[src/sv/aging_page_replacement_macros.svh]
// assertion macros shared by the aging page replacement modules
// expects clk_i and rst_ni in the scope of the module that uses them
`ifndef AGING_PAGE_REPLACEMENT_MACROS_SVH
`define AGING_PAGE_REPLACEMENT_MACROS_SVH

// property must hold at every rising clock edge outside reset
`define APR_ASSERT(lbl, prop) \
  lbl: assert property (@(posedge clk_i) disable iff (!rst_ni) prop) \
    else $error("apr assertion failed");

// condition must never be seen at a rising clock edge outside reset
`define APR_NEVER(lbl, cond) \
  `APR_ASSERT(lbl, !(cond))

`endif

[src/sv/apr_pkg.sv]
// shared types and constants for the aging page replacement block
// no dependencies
`timescale 1ns / 1ps
`default_nettype none

package apr_pkg;

  localparam int unsigned FRAMES   = 64;
  localparam int unsigned FRAME_W  = 6;
  localparam int unsigned CNT_W    = FRAME_W + 1;
  localparam int unsigned HIST_W   = 8;
  localparam int unsigned PERIOD_W = 16;
  localparam int unsigned OP_W     = 3;
  localparam int unsigned CFG_IDX_W = 1;
  localparam int unsigned CFG_W    = 16;

  localparam logic [HIST_W-1:0]   HIST_NEW   = 8'h80;
  localparam logic [HIST_W-1:0]   HIST_MAX   = 8'hFF;
  localparam logic [HIST_W:0]     BEST_INIT  = {1'b0, HIST_MAX} + 9'd1;
  localparam logic [PERIOD_W-1:0] PERIOD_RST = 16'd100;
  localparam logic [FRAME_W-1:0]  LAST_FRAME = FRAME_W'(FRAMES - 1);

  // configuration register indexes
  localparam logic [CFG_IDX_W-1:0] CFG_PERIOD = 1'b0;
  localparam logic [CFG_IDX_W-1:0] CFG_ENABLE = 1'b1;

  typedef enum logic [OP_W-1:0] {
    OP_TICK       = 3'd0,
    OP_REGISTER   = 3'd1,
    OP_UNREGISTER = 3'd2,
    OP_ACCESS     = 3'd3,
    OP_VICTIM     = 3'd4
  } op_e;

  // controller to datapath
  typedef struct packed {
    logic accept;
    logic exec;
    logic scan_start;
    logic scan;
    logic finish;
  } cmd_t;

  // datapath to controller
  typedef struct packed {
    logic needs_scan;
    logic scan_done;
  } status_t;

endpackage

`default_nettype wire

[src/sv/apr_ctrl.sv]
// controller state machine for the aging page replacement block
// depends on apr_pkg and aging_page_replacement_macros.svh
`timescale 1ns / 1ps
`default_nettype none

`include "aging_page_replacement_macros.svh"

module apr_ctrl (
  input  wire logic             clk_i,
  input  wire logic             rst_ni,
  input  wire logic             start,
  output logic                  busy,
  input  wire apr_pkg::status_t status_i,
  output apr_pkg::cmd_t         cmd_o
);

  typedef enum logic [3:0] {
    ST_IDLE   = 4'b0001,
    ST_EXEC   = 4'b0010,
    ST_SCAN   = 4'b0100,
    ST_FINISH = 4'b1000
  } state_e;

  state_e state_q, state_d;
  logic   accept;

  assign busy   = (state_q != ST_IDLE);
  assign accept = start && (state_q == ST_IDLE);

  always_comb begin
    state_d          = state_q;
    cmd_o            = '0;
    cmd_o.accept     = accept;
    unique case (state_q)
      ST_IDLE: begin
        if (accept) state_d = ST_EXEC;
      end
      ST_EXEC: begin
        cmd_o.exec = 1'b1;
        if (status_i.needs_scan) begin
          cmd_o.scan_start = 1'b1;
          state_d          = ST_SCAN;
        end else begin
          state_d = ST_IDLE;
        end
      end
      ST_SCAN: begin
        cmd_o.scan = 1'b1;
        if (status_i.scan_done) state_d = ST_FINISH;
      end
      ST_FINISH: begin
        cmd_o.finish = 1'b1;
        state_d      = ST_IDLE;
      end
      default: state_d = ST_IDLE;
    endcase
  end

  always_ff @(posedge clk_i or negedge rst_ni) begin
    if (!rst_ni) begin
      state_q <= ST_IDLE;
    end else begin
      state_q <= state_d;
    end
  end

  `APR_ASSERT(a_accept_to_exec, accept |=> (state_q == ST_EXEC))
  `APR_ASSERT(a_scan_then_finish, (state_q == ST_SCAN && status_i.scan_done) |=> cmd_o.finish)

endmodule

`default_nettype wire

[src/sv/apr_dp.sv]
// datapath for the aging page replacement block: frame flags, history memory,
// tick counter, scan counter and victim search; depends on apr_pkg and the macros header
`timescale 1ns / 1ps
`default_nettype none

`include "aging_page_replacement_macros.svh"

module apr_dp (
  input  wire logic                              clk_i,
  input  wire logic                              rst_ni,
  input  wire apr_pkg::cmd_t                     cmd_i,
  output apr_pkg::status_t                       status_o,
  input  wire logic [apr_pkg::OP_W-1:0]          operation_i,
  input  wire logic [apr_pkg::FRAME_W-1:0]       frame_i,
  input  wire logic                              swappable_i,
  input  wire logic                              cfg_we_i,
  input  wire logic [apr_pkg::CFG_IDX_W-1:0]     cfg_idx_i,
  input  wire logic [apr_pkg::CFG_W-1:0]         cfg_wdata_i,
  output logic                                   result_valid_o,
  output logic                                   victim_found_o,
  output logic [apr_pkg::FRAME_W-1:0]            victim_frame_o,
  output logic                                   aged_o
);

  // latched word
  logic [apr_pkg::OP_W-1:0]    op_q;
  logic [apr_pkg::FRAME_W-1:0] frame_q;
  logic                        sw_q;

  // configuration and tick count
  logic [apr_pkg::PERIOD_W-1:0] period_q;
  logic                         enable_q;
  logic [apr_pkg::PERIOD_W-1:0] count_q;
  logic [apr_pkg::PERIOD_W:0]   count_next;
  logic                         reach;

  // per-frame flags
  logic [apr_pkg::FRAMES-1:0] valid_q;
  logic [apr_pkg::FRAMES-1:0] evict_q;
  logic [apr_pkg::FRAMES-1:0] ref_q;

  // history memory
  logic [apr_pkg::HIST_W-1:0]  hist_mem [apr_pkg::FRAMES];
  logic [apr_pkg::HIST_W-1:0]  rdata_q;
  logic                        mem_we;
  logic [apr_pkg::FRAME_W-1:0] mem_waddr;
  logic [apr_pkg::HIST_W-1:0]  mem_wdata;

  // scan
  logic [apr_pkg::CNT_W-1:0]   cnt_q;
  logic                        pipe_vld_q;
  logic [apr_pkg::FRAME_W-1:0] p_idx_q;
  logic [apr_pkg::HIST_W:0]    best_hist_q;
  logic [apr_pkg::FRAME_W-1:0] best_q;
  logic                        any_q;

  logic is_tick, is_victim, age_hit, better;

  assign is_tick    = (op_q == apr_pkg::OP_TICK);
  assign is_victim  = (op_q == apr_pkg::OP_VICTIM);
  assign count_next = {1'b0, count_q} + 17'd1;
  assign reach      = (count_next >= {1'b0, period_q});

  assign status_o.needs_scan = is_victim || (is_tick && enable_q && reach);
  assign status_o.scan_done  = pipe_vld_q && (p_idx_q == apr_pkg::LAST_FRAME);

  // frame under processing, registered alongside its history read
  assign age_hit = pipe_vld_q && is_tick && valid_q[p_idx_q] && evict_q[p_idx_q];
  assign better  = pipe_vld_q && is_victim && evict_q[p_idx_q]
                   && ({1'b0, rdata_q} < best_hist_q);

  always_ff @(posedge clk_i) begin
    if (cmd_i.accept) begin
      op_q    <= operation_i;
      frame_q <= frame_i;
      sw_q    <= swappable_i;
    end
  end

  always_ff @(posedge clk_i or negedge rst_ni) begin
    if (!rst_ni) begin
      period_q <= apr_pkg::PERIOD_RST;
      enable_q <= 1'b1;
    end else if (cfg_we_i) begin
      unique case (cfg_idx_i)
        apr_pkg::CFG_PERIOD: period_q <= cfg_wdata_i;
        apr_pkg::CFG_ENABLE: enable_q <= cfg_wdata_i[0];
        default: ;
      endcase
    end
  end

  always_ff @(posedge clk_i or negedge rst_ni) begin
    if (!rst_ni) begin
      count_q <= '0;
    end else if (cmd_i.exec && is_tick) begin
      if (reach) begin
        // disabled: hold at the period until an enabled tick ages
        count_q <= enable_q ? '0 : period_q;
      end else begin
        count_q <= count_next[apr_pkg::PERIOD_W-1:0];
      end
    end
  end

  always_ff @(posedge clk_i or negedge rst_ni) begin
    if (!rst_ni) begin
      valid_q <= '0;
      evict_q <= '0;
      ref_q   <= '0;
    end else begin
      if (cmd_i.exec) begin
        unique case (op_q)
          apr_pkg::OP_REGISTER: begin
            if (enable_q) begin
              valid_q[frame_q] <= 1'b1;
              evict_q[frame_q] <= sw_q;
              ref_q[frame_q]   <= 1'b0;
            end
          end
          apr_pkg::OP_UNREGISTER: begin
            if (enable_q) begin
              valid_q[frame_q] <= 1'b0;
              evict_q[frame_q] <= 1'b0;
              ref_q[frame_q]   <= 1'b0;
            end
          end
          apr_pkg::OP_ACCESS: begin
            if (valid_q[frame_q]) ref_q[frame_q] <= 1'b1;
          end
          default: ;
        endcase
      end
      if (age_hit) ref_q[p_idx_q] <= 1'b0;
      if (cmd_i.finish && is_victim && any_q) evict_q[best_q] <= 1'b0;
    end
  end

  // history of a frame is only used while the frame is valid, so it needs no reset
  always_comb begin
    mem_we    = 1'b0;
    mem_waddr = frame_q;
    mem_wdata = apr_pkg::HIST_NEW;
    if (cmd_i.exec && (op_q == apr_pkg::OP_REGISTER) && enable_q) begin
      mem_we = 1'b1;
    end else if (age_hit) begin
      mem_we    = 1'b1;
      mem_waddr = p_idx_q;
      mem_wdata = {ref_q[p_idx_q], rdata_q[apr_pkg::HIST_W-1:1]};
    end
  end

  always_ff @(posedge clk_i) begin
    if (mem_we) hist_mem[mem_waddr] <= mem_wdata;
    rdata_q <= hist_mem[cnt_q[apr_pkg::FRAME_W-1:0]];
  end

  always_ff @(posedge clk_i or negedge rst_ni) begin
    if (!rst_ni) begin
      cnt_q       <= '0;
      pipe_vld_q  <= 1'b0;
      p_idx_q     <= '0;
      best_hist_q <= apr_pkg::BEST_INIT;
      best_q      <= '0;
      any_q       <= 1'b0;
    end else if (cmd_i.scan_start) begin
      cnt_q       <= '0;
      pipe_vld_q  <= 1'b0;
      best_hist_q <= apr_pkg::BEST_INIT;
      best_q      <= '0;
      any_q       <= 1'b0;
    end else if (cmd_i.scan) begin
      if (cnt_q < apr_pkg::CNT_W'(apr_pkg::FRAMES)) begin
        cnt_q      <= cnt_q + 7'd1;
        pipe_vld_q <= 1'b1;
        p_idx_q    <= cnt_q[apr_pkg::FRAME_W-1:0];
      end else begin
        pipe_vld_q <= 1'b0;
      end
      if (better) begin
        best_hist_q <= {1'b0, rdata_q};
        best_q      <= p_idx_q;
        any_q       <= 1'b1;
      end
    end
  end

  always_ff @(posedge clk_i or negedge rst_ni) begin
    if (!rst_ni) begin
      result_valid_o <= 1'b0;
    end else begin
      result_valid_o <= (cmd_i.exec && !status_o.needs_scan) || cmd_i.finish;
    end
  end

  always_ff @(posedge clk_i) begin
    if (cmd_i.finish) begin
      victim_found_o <= is_victim && any_q;
      victim_frame_o <= (is_victim && any_q) ? best_q : '0;
      aged_o         <= is_tick;
    end else if (cmd_i.exec) begin
      victim_found_o <= 1'b0;
      victim_frame_o <= '0;
      aged_o         <= 1'b0;
    end
  end

  `APR_NEVER(a_evict_needs_valid, |(evict_q & ~valid_q))
  `APR_ASSERT(a_scan_end_count, status_o.scan_done |-> (cnt_q == apr_pkg::CNT_W'(apr_pkg::FRAMES)))
  `APR_ASSERT(a_victim_taken, (cmd_i.finish && is_victim && any_q) |=> !evict_q[$past(best_q)])

endmodule

`default_nettype wire

[src/sv/aging_page_replacement.sv]
// register, unregister, access, idle ticks and unknown codes strobe a result once start
// is taken, through the exec state and the result register; busy is high for one cycle and
// no new word is taken while busy; victim picks and aging ticks sweep the 64-entry history
// memory one frame per cycle via its single read port, then finish and strobe the result
// results cannot be stalled; reset clears all frames, the tick count and the controller
// top level: joins apr_ctrl and apr_dp; depends on apr_pkg
`timescale 1ns / 1ps
`default_nettype none

module aging_page_replacement (
  input  wire logic                          clk_i,
  input  wire logic                          rst_ni,
  input  wire logic                          start,
  output logic                               busy,
  input  wire logic [apr_pkg::OP_W-1:0]      operation_i,
  input  wire logic [apr_pkg::FRAME_W-1:0]   frame_i,
  input  wire logic                          swappable_i,
  input  wire logic                          cfg_we_i,
  input  wire logic [apr_pkg::CFG_IDX_W-1:0] cfg_idx_i,
  input  wire logic [apr_pkg::CFG_W-1:0]     cfg_wdata_i,
  output logic                               result_valid_o,
  output logic                               victim_found_o,
  output logic [apr_pkg::FRAME_W-1:0]        victim_frame_o,
  output logic                               aged_o
);

  apr_pkg::cmd_t    cmd;
  apr_pkg::status_t status;

  apr_ctrl u_ctrl (
    .clk_i    (clk_i),
    .rst_ni   (rst_ni),
    .start    (start),
    .busy     (busy),
    .status_i (status),
    .cmd_o    (cmd)
  );

  apr_dp u_dp (
    .clk_i          (clk_i),
    .rst_ni         (rst_ni),
    .cmd_i          (cmd),
    .status_o       (status),
    .operation_i    (operation_i),
    .frame_i        (frame_i),
    .swappable_i    (swappable_i),
    .cfg_we_i       (cfg_we_i),
    .cfg_idx_i      (cfg_idx_i),
    .cfg_wdata_i    (cfg_wdata_i),
    .result_valid_o (result_valid_o),
    .victim_found_o (victim_found_o),
    .victim_frame_o (victim_frame_o),
    .aged_o         (aged_o)
  );

endmodule

`default_nettype wire

[config.mk]
export PLATFORM = sky130hd
export DESIGN_NAME = aging_page_replacement
export DESIGN_NICKNAME = d
export VERILOG_FILES = /design/src/sv/apr_pkg.sv /design/src/sv/apr_ctrl.sv /design/src/sv/apr_dp.sv /design/src/sv/aging_page_replacement.sv
export VERILOG_INCLUDE_DIRS = /design/src /design/src/sv
export SDC_FILE = /design/constraint.sdc
export NUM_CORES = 1
export LEC_CHECK = 0
export BUFFER_PORTS_ARGS = -buffer_cell sky130_fd_sc_hd__buf_2
export CAP_MARGIN = 10
export CELL_PAD_IN_SITES_DETAIL_PLACEMENT = 1
export CELL_PAD_IN_SITES_GLOBAL_PLACEMENT = 1
export CORE_MARGIN = 10
export CORE_UTILIZATION = 30
export CTS_BUF_LIST = sky130_fd_sc_hd__clkbuf_8 sky130_fd_sc_hd__clkbuf_16
export CTS_CLUSTER_SIZE = 10
export DETAILED_ROUTE_END_ITERATION = 6
export GPL_TIMING_DRIVEN = 0
export PLACE_DENSITY_LB_ADDON = 0.12
export SYNTH_ARGS = -nofsm -noshare
export SYNTH_HDL_FRONTEND = slang
export SYNTH_SLANG_ARGS = --single-unit
[constraint.sdc]
create_clock -name clk_i -period 4.05 [get_ports clk_i]
set_input_delay 0.81 -clock clk_i [delete_from_list [all_inputs] [get_ports clk_i]]
set_output_delay 0.81 -clock clk_i [all_outputs]
set_load 0.01 [all_outputs]
==> key figures <==
Logic synthesis
  – Post-Synthesis Cells: 2561
  – Flop and latch count out of synthesis: around 800
  – Synth Area in Simple Gates: between 8 and 9%
  – Synth Area in Compound Gates: a little over a tenth
  – Seq/Total Area, Yosys: a little under two thirds
  – Post-Syn Area: approximately 36000 um^2
  – Multiplexer share of the synthesized area: a little over an eighth
  – Post-synth ARST share: 32.6%
  – Post-synth EDFFs: 530
  – Synth Area in Adders: 0.879%
  – Main combinational cell family by area after synthesis: multiplexers
  – Xor/xnor share of the synthesized area: less than 1%
  – Ys Warns: 0
  – Yosys cell types: 78
  – Post-Synthesis Net Count: about 2600
  – Mean Syn Cell Area: between 10 and 15 um^2
  – Main synth FF type: edfxtp_1

Cells and area
  – Layout Cells excl Fill: ~4400
  – Post-layout instance area: 42600 um^2
  – Ant diodes: 0
  – Filler instances: between 10000 and 15000
  – Register area: roughly 23000 um^2
  – Area Overhead vs Synth: 19.8%
  – Layout cells sized above 1: a little under a quarter
  – Commonest cells after routing, fill and taps aside: edfxtp_1, nand2_1, dfrtp_1
  – Commonest non-fill, non-tap cell in the layout: edfxtp_1
  – Area of the multi-input gates: 13000 um^2
  – Final #Nets: 2820

Routing
  – Antenna-violating nets left: 0
  – Vias: roughly 24000
  – WL/cell: 32.3 um
  – 1st-iter DRT viols: about 2300
  – Via density: roughly 5.6
  – DRC violations left: 0
  – Final wirelength: around 140 mm
  – DR pass1 iterations: 5

Clock network
  – Clock Latency Late Sink: around 700 ps
  – Total CTS buffers: 98
  – # H-tree levels: 3
  – # clock sinks: ~800
  – CTS Hold Bufs: 0
  – Clock root buffer: clkbuf_16
  – CTS tree: yes
  – Clock buffer depth: 3
  – Clk slew on worst S/H paths: roughly 60 ps

GRT
  – Gr ovfl total: 0
  – GRT busiest layer: met2
  – Vias in the first global route: between 20000 and 30000
  – Largest net degree at the start of global routing: ~100
  – Total track usage: 20.7%
  – Met3 Use GR: roughly 2.5%
  – Met1 global-route usage: around 28%
  – First-pass GRT wire length: 198 mm
  – Number of antenna violations at the first check in global routing: 3
  – Met2 Use GR: roughly a third

Power and ir drop
  – Switching share of power: 23.8%
  – Power density over the cells: approximately 420 nW/um^2
  – Clock share of power: 45.9%
  – Leak: around 13 nW
  – Int Pwr: between 10 and 15 mW
  – Switching power: around 4.3 mW
  – Sequential share of power: 48.6%
  – Comb pwr share: about 5.4%
  – VDD IR max: between 300 and 400 uV

Run status
  – Outcome: completed

Timing
  – Fin. Hold Viols: 0
  – Slew HR: under 10%
  – Worst Slack Setup Final: 25.3 ps
  – Tcrit/Tclk final: 99.4%
  – Worst-Margin Slew: 1420 ps
  – Final setup viols: 0
  – Clock skew: 31.7 ps
  – Period minus WS final: a little over 4000 ps
  – Fmax: around 0.25 GHz
  – Max Slew Vio Count: 0

Floorplan
  – IO Count: 41
  – Core Region: 118000 um^2
  – Die width: between 300 and 400 um
  – Die Span Y: about 360 um
  – Starting Density: approximately 30%
  – Die ar.: 133000 um^2
  – Row count: about 130

Placed design
  – Post-Place Setup Slack: -1230 ps
  – Inst Count DP: approximately 4200
  – DP Area: 38500 um^2
  – Gpl congestion: a little under 1
  – Detailed Place HPWL: about 100 mm
  – # port buffers: 40

Critical path
  – Crit path max fanout: 45
  – Worst reg-to-reg setup slack: approximately 25 ps
  – Worst path slowest cell: dfrtp_1
  – Crit end category: flop
  – Crit Path Category: flop to flop
  – CP arrival: ~4400 ps
  – Most used cell, CP: buf_4
  – Worst path max stage delay: approximately 530 ps
  – Worst EP required: 4460 ps
  – CP Launch Type: flop
  – Critical path, cell by cell: buf_4 -> buf_4 -> buf_6 -> clkbuf_4 -> mux2i_1 -> o2bb2ai_1 -> o21ai_0 -> a221o_1 -> o211ai_1 -> a211o_4 -> buf_12

Run
  – Max Cap Viol: 0

Worst hold path
  – Worst hold path class: input pin to asynchronous set/reset pin
power by group through the flow:
stage	clock (mW)	combinational [mW]	sequential, mW
final	8.28	0.979	8.76
after global routing	8.83	1.07	8.76
after CTS	8.47	0.976	8.76
after detailed placement	0	0.966	8.92
after global placement	0	0.935	8.92
after floorplan	0	0.545	8.89
registers in the layout, indices dropped and copies added, names as in the netlist, 3 cells and up, named ones only:
signal / count
u_dp.evict_q: 64
u_dp.best_q: 6
u_dp.hist_mem: 512
u_dp.frame_q: 6
u_dp.period_q: 16
u_dp.best_hist_q: 9
u_ctrl.state_q: 4
u_dp.count_q: 16
u_dp.rdata_q: 8
u_dp.op_q: 3
u_dp.victim_frame_o: 6
u_dp.cnt_q: 7
u_dp.ref_q: 64
u_dp.p_idx_q: 6
final timing paths:
kind,startpoint,to,depth (start not counted)
worst max-delay path,u_dp.p_idx_q[0],u_dp.hist_mem[32][7],11
worst min-delay path,rst_ni,u_dp.evict_q[38],1
worst max register to register,u_dp.p_idx_q[0],u_dp.hist_mem[32][7],11
worst min register to register,u_dp.rdata_q[0],u_dp.best_hist_q[0],2
max in group asynchronous,rst_ni,u_dp.p_idx_q[5],3
min in group clk_i,frame_i[3],u_dp.frame_q[3],1
cell families (layout without fill, tap and decap cells):
group / after synthesis / after routing
and+or+nand+nor: 627 / 633
xor gates and xnor gates: 18 / 18
muxes: 251 / 251
DFF: 798 / 798
AOI/OAI and AO/OA: 606 / 607
buffers and inverters: 236 / 495
adders and majority gates: 25 / 25
stage by stage:
| step | power [mW] | TNS, ps | util [%] | hold WS (ps) |
|---|---|---|---|---|
| 6_report | 18.0 | 0 | 36.1 | 108 |
| 5_1_grt | 18.7 | -160 | 36.1 | 129 |
| 4_1_cts | 18.2 | -2980 | 35.7 | 96.9 |
| 3_5_place_dp | 9.88 | -565640 | 32.7 | 453 |
| 3_3_place_gp | 9.85 | -3107350 | 32.0 | 456 |
| 2_1_floorplan | 9.44 | 0 | - | 418 |
timing repair:
action | CTS | global route
buffers inserted | 2 | 7
endpoints found under the hold margin | 0 | 0
cloned | 1 | 6
pin swaps | 4 | 15
resized for setup | 110 | 77
setup endpoints to repair | 1143 | 904
metal layers:
| metal | part of all wire (%) | vias to the layer above |
|---|---|---|
| li1 | - | 10400 |
| met1 | 43 | 13000 |
| met2 | 49 | 788 |
| met3 | 4.5 | 268 |
| met4 | 3.9 | 4 |
| met5 | 0.018 | - |
critical path: cells and delay by family, from the launching register on:
family	cells	cell delay, ps
multiplexers	1	210
buffers and inverters	5	1320
flip-flops	1	530
AO/OA/AOI/OAI	5	1640
layout make-up:
cell class                 count  area share (%)
buffer                       177            2.04
clock buffer                 109            6.14
clock inverter                54           0.939
inverter                      55           0.484
multi-input combinational   1534            30.6
sequential                   798            53.0
tap                         1536            4.51
timing repair buffer         100            2.28
synthesized netlist by cell type (all sizes together) (5+ instances only):
| library cell | number | area, um^2 |
|---|---|---|
| ha | 25 | 313 |
| nand4 | 9 | 62.6 |
| xor2 | 10 | 87.6 |
| xnor2 | 8 | 70.1 |
| edfxtp | 530 | 15900 |
| clkbuf | 115 | 432 |
| and2 | 14 | 87.6 |
| a2bb2o | 7 | 70.1 |
| mux4 | 183 | 4120 |
| o211ai | 6 | 45.0 |
| nand2b | 13 | 81.3 |
| nand2 | 261 | 980 |
| o22ai | 50 | 313 |
| a211oi | 8 | 60.1 |
| dfstp | 6 | 158 |
| o32ai | 21 | 184 |
| dfxtp | 8 | 160 |
| dfrtp | 254 | 6360 |
| o21ai | 150 | 751 |
| a32oi | 20 | 175 |
| or2 | 10 | 62.6 |
| nand3 | 35 | 175 |
| a221oi | 24 | 210 |
| a21oi | 161 | 806 |
| mux2 | 24 | 274 |
| buf | 66 | 345 |
| a22oi | 117 | 878 |
| a31oi | 7 | 43.8 |
| o221ai | 5 | 43.8 |
| mux2i | 44 | 440 |
| nor3b | 9 | 67.6 |
| nor2 | 139 | 527 |
| and3 | 8 | 50.1 |
| nand3b | 6 | 48.8 |
| or3 | 6 | 37.5 |
| inv | 55 | 206 |
| nor3 | 90 | 465 |
| nor2b | 11 | 68.8 |
Note: power is estimated with default switching activity, not from simulation.
